--- src/rtl/core/ffdl_pkg.sv ---
// ----------------------------------------------------------------------------
// ffdl_pkg
// Shared constants, types and helpers for the fractional feedback delay line.
// ----------------------------------------------------------------------------
package ffdl_pkg;

    // line geometry and sample format
    localparam int LINE_DEPTH  = 4096;
    localparam int SMP_W       = 16;
    localparam int ADDR_BITS   = $clog2(LINE_DEPTH);

    // register field widths
    localparam int MODE_W      = 2;
    localparam int DELAY_W     = 12;
    localparam int FRACT_W     = 16;
    localparam int GAIN_W      = 16;
    localparam int GAIN_FRAC   = 15;

    // configuration port
    localparam int CFG_IDX_W   = 3;
    localparam int CFG_DATA_W  = 16;

    localparam logic [CFG_IDX_W-1:0] REG_MODE          = 3'd0;
    localparam logic [CFG_IDX_W-1:0] REG_DELAY_INT     = 3'd1;
    localparam logic [CFG_IDX_W-1:0] REG_DELAY_FRACT   = 3'd2;
    localparam logic [CFG_IDX_W-1:0] REG_DECAY_GAIN    = 3'd3;
    localparam logic [CFG_IDX_W-1:0] REG_FEEDBACK_GAIN = 3'd4;
    localparam logic [CFG_IDX_W-1:0] REG_WET_LEVEL     = 3'd5;

    // operating modes, unused code behaves as feedback delay
    localparam logic [MODE_W-1:0] MODE_FEEDBACK = 2'd0;
    localparam logic [MODE_W-1:0] MODE_ALLPASS  = 2'd1;
    localparam logic [MODE_W-1:0] MODE_ECHO     = 2'd2;

    // shared multiply-add widths
    localparam int MUL_A_W = SMP_W + 1;
    localparam int MUL_B_W = GAIN_W + 1;
    localparam int PROD_W  = MUL_A_W + MUL_B_W;
    localparam int ACC_W   = PROD_W + 2;

    // address arithmetic width, holds twice the depth and any delay value
    localparam int CALC_W  = ((ADDR_BITS > DELAY_W) ? ADDR_BITS : DELAY_W) + 2;

    localparam logic [MUL_B_W-1:0] GAIN_ONE = MUL_B_W'(32768);

    localparam logic signed [ACC_W-1:0] RND_GAIN  = ACC_W'(16384);
    localparam logic signed [ACC_W-1:0] RND_FRACT = ACC_W'(32768);

    localparam logic signed [ACC_W-1:0] SMP_MAX =
        {{(ACC_W-SMP_W+1){1'b0}}, {(SMP_W-1){1'b1}}};
    localparam logic signed [ACC_W-1:0] SMP_MIN =
        {{(ACC_W-SMP_W+1){1'b1}}, {(SMP_W-1){1'b0}}};

    // sequencer states
    typedef enum logic [2:0] {
        ST_IDLE,
        ST_INTERP,
        ST_DECAY,
        ST_ALLPASS,
        ST_FEED,
        ST_DRY,
        ST_WET
    } state_t;

    // clip a wide value to the sample range
    function automatic logic signed [SMP_W-1:0] sat_smp(input logic signed [ACC_W-1:0] v);
        logic signed [ACC_W-1:0] c;
        begin
            if (v > SMP_MAX)
                c = SMP_MAX;
            else if (v < SMP_MIN)
                c = SMP_MIN;
            else
                c = v;
            return c[SMP_W-1:0];
        end
    endfunction

    // limit a Q1.15 gain to one
    function automatic logic [MUL_B_W-1:0] clamp_gain(input logic [GAIN_W-1:0] g);
        logic [MUL_B_W-1:0] w;
        begin
            w = {1'b0, g};
            return (w > GAIN_ONE) ? GAIN_ONE : w;
        end
    endfunction

endpackage

--- src/rtl/core/ffdl_mac.sv ---
// ----------------------------------------------------------------------------
// ffdl_mac
// Shared signed multiply-add used by every step of the sequencer.
// ----------------------------------------------------------------------------
module ffdl_mac (
    input  logic signed [ffdl_pkg::MUL_A_W-1:0] a,
    input  logic signed [ffdl_pkg::MUL_B_W-1:0] b,
    input  logic signed [ffdl_pkg::ACC_W-1:0]   c,
    output logic signed [ffdl_pkg::ACC_W-1:0]   y
);
    import ffdl_pkg::*;

    logic signed [PROD_W-1:0] prod;

    // product then sign-extended add
    assign prod = a * b;
    assign y    = {{(ACC_W-PROD_W){prod[PROD_W-1]}}, prod} + c;

endmodule

--- config.mk ---
export PLATFORM = sky130hd
export DESIGN_NAME = ffdl_mac
export DESIGN_NICKNAME = d
export VERILOG_FILES = /design/src/rtl/core/ffdl_pkg.sv /design/src/rtl/core/ffdl_mac.sv
export SDC_FILE = /design/constraint.sdc
export NUM_CORES = 1
export LEC_CHECK = 0
export ABC_AREA = 1
export BUFFER_PORTS_ARGS = -buffer_cell sky130_fd_sc_hd__clkbuf_2
export CAP_MARGIN = 25
export CORE_MARGIN = 3
export CORE_UTILIZATION = 65
export DETAILED_ROUTE_END_ITERATION = 16
export PLACE_DENSITY = 0.91
export SYNTH_ARGS = -nofsm -noshare
export SYNTH_HDL_FRONTEND = slang
export SYNTH_SLANG_ARGS = --single-unit
--- constraint.sdc ---
create_clock -name vclk -period 8.5
set_input_delay 0.425 -clock vclk [all_inputs]
set_output_delay 0.425 -clock vclk [all_outputs]
set_load 0.005 [all_outputs]
Yosys cells after proc, flatten, opt, wreduce, memory -nomap -nowiden
Cells that the tools add are included.

Logic and storage cells: 2. Output and inout bits: 36. Bits in registers: 0. Bits of input ports: 70.

Add/subtract/negate cells: 1. Multipliers: 1.

Operators by type and width (count): adder 36 bit (1); multiplier 17 x 17 -> 34 bit (1).

Longest topological paths before layout
Depth after elaboration: 2. Gate-level depth with buffers: 39. Depth with buffers taken out: 37.

Least setup slack after synthesis
OpenSTA, ideal clock, no wires.

Kind: input to output. Start point: input port a[7] (netlist bit). End point: output port y[33] (netlist bit). Path buffers: 2. Setup slack: 1423 ps. Data arrival time: 6652 ps. Stages: 34. Data required time: 8075 ps. Cells stage by stage: clkbuf_1 > clkbuf_1 > nand2_1 > fa_1 > inv_1 > fa_1 > inv_1 > fa_1 > inv_1 > fa_1 > fa_1 > inv_1 > fa_1 > inv_1 > ha_1 > nand2_1 > inv_1 > nand2_1 > nand2_1 > a21oi_1 > nand2_2 > a21oi_1 > o21ai_1 > xor2_1 > ha_1 > nand2_1 > nor2_1 > inv_1 > nor2_2 > inv_1 > nor3_2 > nand3_1 > nand3_1 > xor2_1.

Cells in the longest elaborated chain, start to end: 2.

Ends and longest elaborated chain: from (decl) (line ffdl_mac.sv:6) `input logic signed [ffdl_pkg::MUL_A_W-1:0] a,`; multiplier 17 x 17 -> 34 bit (line ffdl_mac.sv:16) `assign prod = a * b;`; adder 36 bit (line ffdl_mac.sv:17) `assign y = {{(ACC_W-PROD_W){prod[PROD_W-1]}}, prod} + c;`; to (decl) (line ffdl_mac.sv:9) `output logic signed [ffdl_pkg::ACC_W-1:0] y`.

Every way passes these cells.

Worst setup path in the final report
Start point: input port a[16] (netlist bit). End point: output port y[34] (netlist bit).

Same word-level chain as after synthesis.

==> run summary <==
## Run status
- completed — outcome

## STA
- 0.6781 ns — pin slew with the least headroom to its limit
- 0 — max-slew violations
- 121.9 MHz — highest attainable clock frequency
- 0 — total of endpoints with negative setup slack in the final report
- 54.66% — worst-case headroom to the max-slew limit
- 0 — endpoints failing hold
- 0.2972 ns — final critical-path setup slack
- 8.203 ns — shortest period the worst path allows
- 96.50% — final worst path period share

## Finish
- 70.62% — end-of-flow core utilization
- 0 um^2 — area taken by flip-flops and latches
- 0 — Clock buffer cells
- 5.785% — area delta synth->final
- 0 — Seq cells
- 0 — number of antenna repair diodes
- 10.21% — ratio of cells with drive above 1 in the final layout
- 2500 — net total in the final layout

## Place
- 0.2160 ns — pre-CTS worst setup slack
- 1.038 — placer's final routability congestion estimate
- 106 — # port buffers
- 33470 um — dpl hpwl

## GRT
- 13360 — via count of the first global-routing pass
- 32.66% — global-route usage over all layers
- 18 — largest net degree at the start of global routing
- 0 — residual overflow from global routing
- 63180 um — first-pass GRT wire length
- 0 — number of antenna violations at the first check in global routing

## Run
- 0 — MaxCap Viol Count

## Yosys
- 0% — fraction of the yosys area taken by sequential cells
- 0 — count of synthesis-stage warnings from yosys
- 44 — Distinct cells, synth
- 7.250 um^2 — average size of a mapped cell
- 1948 — Syn Inst Count
- 2438 — total nets after synthesis
- fa_1 42%, inv_1 15%, nand2_1 13% — top cells by area, synth
- 42.10% — share of Yosys cell area claimed by the top area cell type
- fa_1 — Yosys top cell by area
- 14120 um^2 — post-synth design cell area

## Die
- 23530 um^2 — Die Outline Area
- 153.4 um — Die Y
- 21150 um^2 — core area
- 66.76% — starting density of the core
- 106 — num ports
- 153.4 um — overall die width
- 53 — number of rows in the core area

## Detailed routing
- 0 — drt drc
- 946 — DR iter-0 viols
- 0 — Post-DRT Antenna Nets
- 12440 — vias
- 5.448 — ratio of routed vias to standard cells
- 5 — TritonRoute pass-1 iters
- 37430 um — wire length reported by the detailed router
- 16.39 um — WL per Instance

## Critical path
- fa_2 — Crit-path slowest cell
- 7.78 ns — arrival time reported for the critical path endpoint
- y[34] — crit path to
- 17 — worst-path fanout max
- output port — Setup crit end kind
- fa_1 — CP dominant cell by count
- 8.08 ns — Data required, critical path
- input port — sort of element at the start of the critical path
- input port to output port — critical path class
- 0.68 ns — maximum cell stage delay along the critical path
- a[16] — startpoint of the most critical setup path

## Min path
- input port to output port — type of the worst min-delay path

## Clock tree
- 0 — number of hold buffers added after CTS

[logic make-up after synthesis]
| kind of cell | Yosys count | share of synthesized area, % |
|---|---|---|
| AOI/OAI and AO/OA | 152 | 6.636 |
| xor gates and xnor gates | 55 | 3.517 |
| adders and majority gates | 420 | 53.00 |
| buffers and inverters | 641 | 17.04 |
| and+or+nand+nor | 680 | 19.81 |
[critical path, delay by kind of cell]
family,cells,cell delay (ns)
buffers and inverters,6,1.07
XOR/XNOR,2,0.34
AND/OR/NAND/NOR,10,1.48
AO/OA/AOI/OAI,3,0.47
adder cells (fa/ha/maj),8,4.01
[Yosys cell counts (all sizes together), types with 2 or more instances]
cell type and count:
xnor2 12, nand2 493, inv 573, xor2 43, or2 6, clkbuf 67, fa 297, o21a 2
nor2 116, a31oi 11, o21ai 47, a21oi 66, nor3 10, o211ai 4, a21boi 3, ha 123
nand3 43, a21o 15, nand4 7
[worst min path at each step]
stage,from,endpoint,slack (ns),cells past startpoint
global placement,c[0],y[0],1.15,3
detailed placement,c[0],y[0],1.16,3
floorplan,c[0],y[0],0.97,1
finish,c[0],y[0],1.16,3
global route,c[0],y[0],1.17,3
CTS,c[0],y[0],1.16,3
[area by class of cell]
cell class | instances | area (um^2)
Timing Repair Buffer | 127 | 688.2
Inverter | 574 | 2158
Multi-Input combinational cell | 1307 | 11750
Tap cell | 275 | 344.1
Fill cell | 1701 | 6215
[metrics by stage]
step | hold slack (ns) | instance area (um^2) | instances | TNS [ns]
4_1_cts | 1.162 | 14880 | 2280 | 0
3_3_place_gp | 1.149 | 14880 | 2280 | 0
5_1_grt | 1.167 | 14940 | 2283 | -0.009933
2_1_floorplan | 0.9689 | 14120 | 1948 | 0
6_report | 1.160 | 14940 | 2283 | 0
3_5_place_dp | 1.160 | 14880 | 2280 | 0
[routing by layer]
layer / routed length (um) / global-route usage [%]
met3: 2448 / 3.029
met5: 0 / 0
met4: 1350 / 10.22
met2: 18890 / 57.74
met1: 14740 / 42.81
[cells in the final DEF (no fill, tap or decap), types with 10 or more instances in the layout]
master	instances
a21o_1	15
a21oi_1	57
a31oi_1	10
buf_4	21
clkbuf_2	105
fa_1	296
ha_1	121
inv_1	568
nand2_1	475
nand2_2	17
nand3_1	40
nor2_1	103
nor2_2	11
o21ai_0	29
xnor2_1	12
xor2_1	41
[timing repair]
action / 4_1_cts / 5_1_grt
endpoints found under the setup margin: 0 / 2
buffers inserted: 0 / 3
gates resized for setup: 0 / 10
Power is left out: the tool's default activity adds up to more than one toggle a clock period on the data nets, which glitch-free logic cannot reach.
